[src/hdl/tkls_pkg.sv]
package tkls_pkg;

  localparam int LoadW  = 32;
  localparam int IdW    = 22;
  localparam int PosW   = 16;
  localparam int RankW  = 6;
  localparam int CountW = 7;

  localparam int TopCountDefault = 8;
  localparam int MaxListDefault  = 65536;

  typedef struct packed {
    logic [LoadW-1:0] load_value;
    logic [IdW-1:0]   entry_id;
    logic [PosW-1:0]  list_position;
    logic             valid;
  } entry_t;

  // An entry ranks higher on a higher load, and on equal loads on the lower id.
  function automatic logic precedes(input entry_t a, input entry_t b);
    logic result;
    if (a.load_value != b.load_value) begin
      result = a.load_value > b.load_value;
    end else begin
      result = a.entry_id < b.entry_id;
    end
    return result;
  endfunction

endpackage

[src/hdl/tkls_cell.sv]
module tkls_cell
  import tkls_pkg::*;
(
  input  logic   clk,
  input  logic   rst,
  input  entry_t new_entry,
  input  logic   insert_en,
  input  entry_t upper_entry,
  input  logic   upper_take,
  input  entry_t lower_entry,
  input  logic   shift_en,
  output entry_t entry,
  output logic   take
);

  // The newcomer belongs at or above this cell when the cell is empty or is beaten.
  assign take = !entry.valid || precedes(new_entry, entry);

  always_ff @(posedge clk) begin
    if (rst) begin
      entry.valid <= 1'b0;
    end else if (shift_en) begin
      entry <= lower_entry;
    end else if (insert_en && take) begin
      entry <= upper_take ? upper_entry : new_entry;
    end
  end

endmodule
[config.mk]
export PLATFORM = sky130hd
export DESIGN_NAME = tkls_cell
export DESIGN_NICKNAME = d
export VERILOG_FILES = /design/src/hdl/tkls_pkg.sv /design/src/hdl/tkls_cell.sv
export SDC_FILE = /design/constraint.sdc
export NUM_CORES = 1
export LEC_CHECK = 0
export BUFFER_PORTS_ARGS = -buffer_cell sky130_fd_sc_hd__buf_2
export CORE_AREA = 2 2 112 114
export CTS_CLUSTER_SIZE = 25
export DETAILED_ROUTE_END_ITERATION = 6
export DIE_AREA = 0 0 114 116
export PLACE_DENSITY_LB_ADDON = 0.25
export SLEW_MARGIN = 20
export SYNTH_ARGS = -nofsm -noshare
export SYNTH_HDL_FRONTEND = slang
export SYNTH_SLANG_ARGS = --single-unit
[constraint.sdc]
create_clock -name clk -period 4.6 [get_ports clk]
set_input_delay 0.23 -clock clk [delete_from_list [all_inputs] [get_ports clk]]
set_output_delay 0.23 -clock clk [all_outputs]
set_load 0.02 [all_outputs]
== Word level (Yosys, flattened, before mapping) ==
Index checks and enable logic that the tools add are counted.
Storage, ports and cells
  output and inout port bits: 72
  bits of input ports: 218
  bits in registers: 71
  logic and storage cells: 17
Operators by class
  bitwise operators: 1
  order comparisons: 2
  muxes and demuxes: 4
  reduce and logical (&&, ||, !) cells: 5
  eq/ne operators: 1
Operator list (number)
  71-bit two-way mux: 3
  32-bit greater-than comparator: 1
  32-bit != test: 1
  22-bit less-than comparator: 1
  2-bit AND reduction: 1
  2-bit nonzero test: 1
  1-bit logical AND: 1
  1-bit logical NOT: 1
  1-bit logical OR: 1
  1-bit two-way mux: 1
  1-bit inverter: 1

== Longest topological paths before layout ==
Gate-level depths: netlist of the first run.
  depth in word-level cells: 6
  gate-level depth with buffers: 9
  depth with buffers taken out: 9

== Worst setup path before layout of the first run ==
Ideal clock, no wire load.
  kind: reg-to-reg
  start: register entry[53] in the netlist's numbering
  end: register entry[10] in the netlist's numbering, enable pin
  slack: 0.634 ns
  buffers on the path: 0
  cell stages (with the launch flop): 10
  data arrival time: 3.532 ns
  cells stage by stage: edfxtp_1 -> inv_1 -> ha_1 -> nand4_1 -> or2_4 -> a211oi_2 -> nor4b_1 -> o31a_1 -> o211ai_2 -> a31o_1
On the way
  longest elaborated chain between the ends: 6
  elaborated cells on any way between the ends: 7
RTL lines
  start, declared: line tkls_cell.sv:12  | output entry_t entry,
  start signal, assigned: line tkls_cell.sv:23  | entry <= lower_entry;
  start signal, assigned: line tkls_cell.sv:25  | entry <= upper_take ? upper_entry : new_entry;
  32-bit greater-than comparator / 32-bit != test (equally long branches): line tkls_pkg.sv:23, tkls_pkg.sv:22
  1-bit two-way mux (*): line tkls_pkg.sv:22  | if (a.load_value != b.load_value) begin
  1-bit logical OR (*): line tkls_cell.sv:17  | assign take = !entry.valid || precedes(new_entry, entry);
  named net take: line tkls_cell.sv:13  | output logic take
  1-bit logical AND (*): line tkls_cell.sv:24  | end else if (insert_en && take) begin
  2-bit nonzero test (no source line) (*)
  2-bit AND reduction (no source line) (*)
Mark *: on every way through the listed nets, which the timed path passes. The rest lies on a longest branch.
A chain may end at the register's enable or synchronous reset.

== Final worst setup path of the first run ==
  start: register entry[36] in the netlist's numbering
  end: register entry[19] in the netlist's numbering, enable pin
On the way
  longest elaborated chain between the ends: 6
RTL lines
  22-bit less-than comparator: line tkls_pkg.sv:25  | result = a.entry_id < b.entry_id;
  1-bit two-way mux: line tkls_pkg.sv:22
  1-bit logical OR: line tkls_cell.sv:17
  1-bit logical AND: line tkls_cell.sv:24
  2-bit nonzero test (no source line)
  2-bit AND reduction (no source line)
Every way passes these cells.

==> flow_summary_export.csv, run 1 <==
group,metric,value,unit
cts,htreeDepth,3,
detailed_routing,drtPass1Iterations,4,
setup_path,ff2ff_path_depth,8,
cts,cts_resized,0,
placed_design,detailedPlace.worstSlack,1.35,ns
floorplan,ioPinCount,290,
detailed_routing,via_per_inst,4.95,
setup_path,endpoint_kind,"flip-flop",
pwr,finalPower,1980,uW
pwr,p_per_area,291,nW/um2
logic_synthesis,post_synth_num_cell_types,36,
detailed_routing,drc,0,
cts,cts.clk_slew.worst_paths,0.06,ns
detailed_routing,wl_per_cell,15.4,um
setup_path,startpoint,"entry[36]",
placed_design,dpl.cell_count,915,
timing,setup_viol_count_final,0,
global_route,grt_usage,21.2,%
placed_design,place_hpwl,11400,um
global_route,grt_antenna_before_repair,0,
floorplan,start_util,41.8,%
setup_path,cp_cell_sequence,"inv_1 -> ha_1 -> a21o_1 -> a21o_1 -> a221oi_1 -> nand4_1 -> o211ai_2 -> a31o_4",
placed_design,gp_congestion,0.828,
timing,slew_headroom,30.8,%
detailed_routing,antenna_left,0,
setup_path,critical_path_class,"reg -> reg",
floorplan,die_y,116,um
timing,period_needed,3.11,ns
timing,post-route-period-util,67.7,%
logic_synthesis,yosysWarnings,0,
hold_path,hold_depth,2,
logic_synthesis,syn-cell-area,4970,um2
timing,drv_slew,0,
setup_path,cp_common_cell,"a21o_1",
placed_design,place_area,6530,um2
floorplan,core_region_area,11900,um2
cells_and_area,area_growth,37.0,%
timing,skew,0.00953,ns
logic_synthesis,synth_top_area_share,42.3,%
outcome,run_status,"completed",
hold_path,hold_class,"in -> reg",
cells_and_area,stdcell_count,931,
cells_and_area,drive_gt1_share,40.1,%
timing,hold_viol,0,
setup_path,critPathLaunchType,"flip-flop",
logic_synthesis,yosys.area.top_type,"edfxtp_1",
global_route,overflow,0,
cells_and_area,top_regs,"entry x71",
logic_synthesis,synth-seq-cells,71,
flow_run,max_cap_violations,0,
floorplan,fp.dieW,114,um
cells_and_area,nets,1050,
floorplan,dieArea,13200,um2
setup_path,critPathRequiredTime,4.55,ns
logic_synthesis,seq_area_frac_synth,42.7,%
cts,post-cts-setup-buffers,0,
setup_path,worstPathArrival,3.07,ns
setup_path,path_max_fanout,70,
timing,clock.fmax,321,MHz
timing,fin_ws,1.49,ns
hold_path,min_from,"rst",
pwr,power.leakage,0.00353,uW
cts,cts_buffers,9,
setup_path,crit-reg2reg-launch,"entry[36]",
global_route,grt_pass1_wl,21800,um
cells_and_area,post-route-cell-area,6810,um2
detailed_routing,finalWirelength,14300,um
cells_and_area,top_register,"entry",
logic_synthesis,synthTopCellsByArea,"edfxtp_1, mux2i_1, ha_1",
cts,cts_tree,"done",
detailed_routing,vias,4612,
pwr,ir_drop,0.205,mV
cts,cts_hold_buf,0,
global_route,grt_max_degree,77,
cts,clockBufferDepth,2,
cells_and_area,diodes,0,
global_route,grt_pass1_vias,4585,
placed_design,io_buffers,289,
setup_path,slowest_delay,0.89,ns
logic_synthesis,syn_nets,772,
timing,final.setup.tns,0,ns
cts,insertion_delay,0.34,ns
logic_synthesis,synthCells,501,
cells_and_area,largest_register_ffs,71,
timing,worstMarginPinSlew,1.04,ns
logic_synthesis,syn_area_per_cell,9.93,um2
floorplan,num_rows,40,
cts,cts.sinks,71,
detailed_routing,drtIter0Drc,164,
timing,rsz0062_at_grt,"false",
setup_path,crit_slowest_cell,"a31o_4",
cts,root_buffer,"clkbuf_16",
final cells by class:
cell class	count	area, um2
fill	1105	5100
multi-input combinational	349	2550
sequential	71	2120
timing repair buffer	291	1470
clock buffer	10	229
inverter	57	214
tap	147	184
clock inverter	6	51.3
routing by layer:
| layer | GRT usage [%] | vias up | share of wire (%) | wire, um |
|---|---|---|---|---|
| met3 | 5.07 | 16 | 7.1 | 1020 |
| met4 | 7.32 | 0 | 1.7 | 246 |
| met2 | 39.8 | 180 | 51 | 7380 |
| met1 | 23.5 | 2055 | 40 | 5680 |
| met5 | 0 | - | 0 | 0 |
| li1 | - | 2361 | - | - |
synth_stat cells (all sizes together):
cell type   n
a2111oi     1
a211oi      1
a21boi      1
a21o        6
a21oi      23
a221oi      3
a31o        1
buf        12
clkbuf     12
dfxtp       1
edfxtp     70
ha         53
inv        57
mux2i      71
nand2      78
nand2b      1
nand3       8
nand4      12
nor2        4
nor2b       2
nor3        2
nor4        2
nor4b       2
o211ai      2
o21ai      73
o31a        1
o41ai       1
or2         1
layout by cell type, fill, tap and decap left out, drive strengths merged:
cell	n
a21oi	23
nor4b	2
a2111oi	1
bufinv	1
a221oi	3
dfxtp	1
nand4	12
nor2	4
o41ai	1
a21boi	1
mux2i	71
ha	53
clkbuf	10
clkinv	5
o21ai	73
nand3	8
nor3	2
a31o	1
inv	57
nor2b	2
or2	1
o31a	1
nand2	78
a211oi	1
buf	291
nand2b	1
o211ai	2
a21o	6
nor4	2
edfxtp	70
path summary, 6_finish.rpt:
check / slack, ns / to
worst max register to register: 1.49 / entry[19]
worst max-delay path: 1.49 / entry[19]
worst min-delay path: 0.10 / entry[0]
worst min register to register: 0.64 / entry[0]
through the flow:
| step | hold WS, ns | utilization (%) |
|---|---|---|
| floorplan | 0.296 | - |
| global placement | 0.431 | 54.9 |
| detailed placement | 0.447 | 54.9 |
| CTS | 0.0921 | 57.2 |
| global route | 0.0981 | 57.2 |
| finish | 0.102 | 57.2 |
critical path: cells and delay by family (launching register included):
family	cells	cell delay (ns)
buffers and inverters	1	0.07
flip-flops	1	0.39
AND/OR/NAND/NOR	1	0.17
adder cells (fa/ha/maj)	1	0.23
AO/OA/AOI/OAI	5	1.85
where the power goes:
group,total (uW),switching (uW),internal [uW]
registers,808,22.4,786
clock network,675,262,412
logic,501,290,211
total,1980,575,1410
logic make-up (layout without fill, tap and decap cells):
family | after synthesis | count (layout) | share of synthesized area [%]
AOI/OAI and AO/OA | 113 | 113 | 13.1
and+or+nand+nor | 112 | 112 | 10.3
buffers and inverters | 81 | 364 | 6.29
muxes | 71 | 71 | 14.3
DFF | 71 | 71 | 42.7
adders and majority gates | 53 | 53 | 13.3
Note: power is estimated with default switching activity, not from simulation.
==> run 2: changes to the inputs <==
- CORE_AREA: 2 2 112 114 -> not set
- CORE_MARGIN: not set -> 2
- CORE_UTILIZATION: not set -> 40
- DIE_AREA: 0 0 114 116 -> not set
- clock period: 4.6 -> 2.6 ns (I/O delays scaled with it)
==> flow_summary_export.csv, run 2 (same netlist as run 1, synthesis figures left out) <==
group,metric,value,unit
outcome,run_status,"finished with violations",
outcome,failed_checks,"negative setup slack",
cells_and_area,fillerInstances,1017,
timing,post-route-period-util,101,%
detailed_routing,antenna_left,0,
setup_path,critPathRequiredTime,2.70,ns
setup_path,critPathLaunchType,"flip-flop",
cts,cts_tree,"done",
placed_design,gp_congestion,0.848,
placed_design,io_buffers,289,
timing,worstMarginPinSlew,0.598,ns
timing,fin_ws,-0.0317,ns
cts,insertion_delay,0.33,ns
cts,cts.sinks,71,
global_route,grt_pass1_wl,21100,um
timing,slew_headroom,60.1,%
setup_path,critical_path_class,"reg -> reg",
detailed_routing,via_per_inst,4.89,
cts,cts_buffers,9,
cells_and_area,final_common_cell,"buf_2",
cells_and_area,area_growth,51.3,%
cells_and_area,nets,1077,
timing,rsz0062_at_grt,"true",
timing,drv_slew,0,
floorplan,dieArea,13300,um2
cells_and_area,utilization,62.4,%
floorplan,num_rows,40,
flow_run,max_cap_violations,0,
detailed_routing,drtPass1Iterations,4,
detailed_routing,wl_per_cell,15.0,um
detailed_routing,drtIter0Drc,154,
detailed_routing,vias,4785,
cells_and_area,top_regs,"entry x71",
timing,setup_viol_count_final,57,
pwr,finalPower,3880,uW
floorplan,core_region_area,12100,um2
cells_and_area,top_register,"entry",
floorplan,start_util,41.2,%
cells_and_area,post-route-cell-area,7530,um2
placed_design,place_hpwl,11700,um
pwr,power.leakage,0.00378,uW
cts,htreeDepth,3,
floorplan,fp.dieW,116,um
timing,clock.fmax,380,MHz
cts,cts.clk_slew.worst_paths,0.06,ns
timing,period_needed,2.63,ns
cts,clockBufferDepth,2,
cells_and_area,drive_gt1_share,45.7,%
cells_and_area,layout_common_cells,"buf_2, nand2_1, o21ai_0",
placed_design,detailedPlace.worstSlack,-0.0910,ns
global_route,grt_usage,20.4,%
setup_path,path_max_fanout,6,
global_route,overflow,0,
detailed_routing,finalWirelength,14700,um
floorplan,die_y,116,um
hold_path,hold_class,"in -> reg",
pwr,ir_drop,0.288,mV
global_route,grt_pass1_vias,4578,
pwr,p_per_area,516,nW/um2
global_route,grt_antenna_before_repair,0,
floorplan,ioPinCount,290,
cells_and_area,largest_register_ffs,71,
detailed_routing,drc,0,
placed_design,place_area,6710,um2
setup_path,worstPathArrival,2.73,ns
cells_and_area,diodes,0,
timing,hold_viol,0,
global_route,grt_max_degree,79,
setup_path,endpoint_kind,"flip-flop",
timing,skew,0.00564,ns
cts,root_buffer,"clkbuf_16",
==> run 2: final timing paths <==
kind / start / endpoint / slack [ns] / depth (start not counted)
worst max-delay path: entry[53] / entry[46] / -0.03 / 11
worst min-delay path: lower_entry[0] / entry[0] / 0.06 / 3
worst max register to register: entry[53] / entry[46] / -0.03 / 11
worst min register to register: entry[0] / entry[0] / 0.75 / 4
==> run 2: stage by stage <==
step / std cells / TNS, ns / hold slack [ns]
after global routing: 979 / -10.21 / 0.0576
after CTS: 965 / -0.179 / 0.0499
after floorplan: 501 / -18.85 / 0.196
after global placement: 946 / -4.33 / 0.327
after detailed placement: 946 / -5.40 / 0.333
final: 979 / -0.900 / 0.0557
==> run 2: critical path, stage by stage (launching register included) <==
cell	delay (ns)
edfxtp_1	0.38
inv_2	0.06
ha_4	0.27
nand4_1	0.12
or2_4	0.31
nor3_4	0.24
buf_6	0.14
o31a_1	0.19
o211ai_4	0.10
a31o_4	0.26
buf_4	0.16
clkbuf_16	0.16
==> run 2: final cells by class <==
cell class,instances,area [um2],area share [%]
clock buffer,10,229,3.04
inverter,57,214,2.84
tap,168,210,2.79
clock inverter,6,109,1.45
timing repair buffer,318,1820,24.2
multi-input combinational,349,2820,37.5
sequential,71,2120,28.2
==> run 2: what timing repair did <==
item	CTS	global route
gates resized for setup	21	18
pin swaps	6	15
gates cloned	0	6
hold buffers	1	0
setup buffers	2	8
hold endpoints to repair	1	0
endpoints found under the setup margin	71	71
==> run 2: routing by layer <==
layer,global-route usage [%],up-vias,part of all wire [%]
li1,-,2409,-
met1,22.1,2160,40
met2,37.9,189,51
met3,4.13,27,6.7
met4,10.0,0,2.5
met5,0,-,0
==> run 2: report_power, final <==
part	switching (uW)	internal [uW]	total, uW
clock	461	935	1400
combinational	571	485	1060
sequential	44.2	1390	1430
total	1080	2810	3880
==> run 3: changes to the inputs <==
- CORE_AREA: not set -> 2 2 112 114
- CORE_MARGIN: 2 -> not set
- CORE_UTILIZATION: 40 -> not set
- DIE_AREA: not set -> 0 0 114 116
- clock period: 2.6 -> 2.49 ns (I/O delays scaled with it)
==> flow_summary_export.csv, run 3 (same netlist as run 1, synthesis figures left out) <==
group,metric,value,unit
placed_design,place_area,6740,um2
floorplan,ioPinCount,290,
hold_path,whs_endpoint,"entry[0]",
floorplan,core_region_area,11900,um2
floorplan,dieArea,13200,um2
cells_and_area,nets,1081,
detailed_routing,drtPass1Iterations,4,
detailed_routing,wl_per_cell,15.6,um
flow_run,max_cap_violations,0,
setup_path,critPathRequiredTime,2.59,ns
cts,clockBufferDepth,2,
detailed_routing,wl_met1,5920,um
placed_design,detailedPlace.worstSlack,-0.259,ns
global_route,grt_usage,22.2,%
global_route,overflow,0,
cts,root_buffer,"clkbuf_16",
timing,final.setup.tns,-3.23,ns
pwr,p_per_area,518,nW/um2
timing,clock.fmax,392,MHz
timing,fin_ws,-0.0642,ns
setup_path,worstPathArrival,2.65,ns
cells_and_area,drive_gt1_share,44.7,%
detailed_routing,drtIter0Drc,237,
setup_path,endpoint_kind,"flip-flop",
floorplan,start_util,41.8,%
timing,setup_viol_count_final,57,
timing,worstMarginPinSlew,0.521,ns
floorplan,die_y,116,um
placed_design,gp_congestion,0.851,
setup_path,path_max_fanout,8,
cells_and_area,largest_register_ffs,71,
detailed_routing,finalWirelength,15000,um
cts,cts.clk_slew.worst_paths,0.06,ns
cts,cts_tree,"done",
setup_path,critPathLaunchType,"flip-flop",
timing,hold_viol,0,
cells_and_area,final_common_cell,"buf_2",
timing,period_needed,2.55,ns
hold_path,hold_depth,3,
detailed_routing,antenna_left,0,
placed_design,place_hpwl,11800,um
cells_and_area,area_growth,48.6,%
setup_path,r2r_slack,-0.06,ns
pwr,power.leakage,0.00375,uW
placed_design,io_buffers,289,
setup_path,ff2ff_path_depth,11,
timing,drv_slew,0,
hold_path,hold_class,"in -> reg",
timing,post-route-period-util,103,%
pwr,ir_drop,0.248,mV
outcome,failed_checks,"negative setup slack",
outcome,run_status,"finished with violations",
cells_and_area,top_regs,"entry x71",
cells_and_area,diodes,0,
detailed_routing,via_per_inst,5.04,
hold_path,min_from,"lower_entry[0]",
timing,whs,0.0520,ns
detailed_routing,routed-wl-met2,7720,um
detailed_routing,wl_met3,1010,um
global_route,grt_pass1_wl,22700,um
setup_path,r2r-end,"entry[16]",
detailed_routing,vias,4847,
cts,insertion_delay,0.33,ns
floorplan,fp.dieW,114,um
cts,cts.sinks,71,
timing,skew,0.00625,ns
detailed_routing,top_layer_used,"met5",
cells_and_area,post-route-cell-area,7390,um2
detailed_routing,drc,0,
global_route,grt_max_degree,81,
setup_path,crit-reg2reg-launch,"entry[58]",
setup_path,critical_path_class,"reg -> reg",
timing,slew_headroom,65.3,%
cts,cts_buffers,9,
global_route,grt_pass1_vias,4760,
timing,rsz0062_at_grt,"true",
cells_and_area,top_register,"entry",
global_route,grt_antenna_before_repair,1,
cts,htreeDepth,3,
cells_and_area,layout_common_cells,"buf_2, nand2_1, o21ai_0",
floorplan,num_rows,40,
==> run 3: routing by layer <==
metal / global-route usage [%] / up-vias
met5: 0 / -
met4: 8.70 / 2
met3: 5.70 / 29
met2: 40.5 / 200
met1: 24.9 / 2195
li1: - / 2421
==> run 3: how the worst max path moves through the flow <==
| stage | from | end | slack [ns] | cells past startpoint |
|---|---|---|---|---|
| after detailed placement | entry[34] | entry[10] | -0.26 | 8 |
| final | entry[58] | entry[16] | -0.06 | 11 |
| after floorplan | entry[52] | entry[10] | -0.38 | 9 |
| after CTS | entry[55] | entry[67] | -0.1 | 11 |
| after global routing | entry[58] | entry[20] | -0.20 | 11 |
| after global placement | entry[34] | entry[21] | -0.12 | 8 |
==> run 3: cell type report <==
type	instances	area, um2
Multi-Input combinational cell	349	2740
Clock buffer	10	229
Timing Repair Buffer	322	1850
Tap cell	147	184
Sequential cell	71	2120
Clock inverter	6	51.3
Fill cell	1024	4520
Inverter	57	214
==> run 3: stage by stage <==
stage / total power [uW] / std cells / utilization, %
floorplan: 2060 / 501 / -
global placement: 2470 / 933 / 56.6
detailed placement: 2510 / 933 / 56.6
CTS: 3850 / 961 / 61.8
global route: 4010 / 962 / 62.0
finish: 3830 / 962 / 62.0
==> run 3: repair_timing <==
| item | in CTS | in global routing |
|---|---|---|
| endpoints found under the setup margin | 71 | 71 |
| cloned | 3 | 1 |
| buffers inserted | 8 | 1 |
| hold endpoints to repair | 1 | 0 |
| resized for setup | 27 | 6 |
| hold buffers | 1 | 0 |
| pin swaps | 3 | 3 |
==> run 3: critical path, stage by stage, from the launching register on <==
cell	delay (ns)
edfxtp_1	0.40
inv_1	0.11
ha_4	0.21
a21oi_1	0.13
o21ai_1	0.10
a221oi_2	0.29
nor3_2	0.09
o41ai_4	0.29
o211ai_4	0.13
a31o_4	0.27
buf_12	0.15
buf_12	0.14
==> run 3: power breakdown <==
group	internal [uW]	switching, uW
combinational	508	591
sequential	1450	45.7
clock	761	472
total	2720	1110
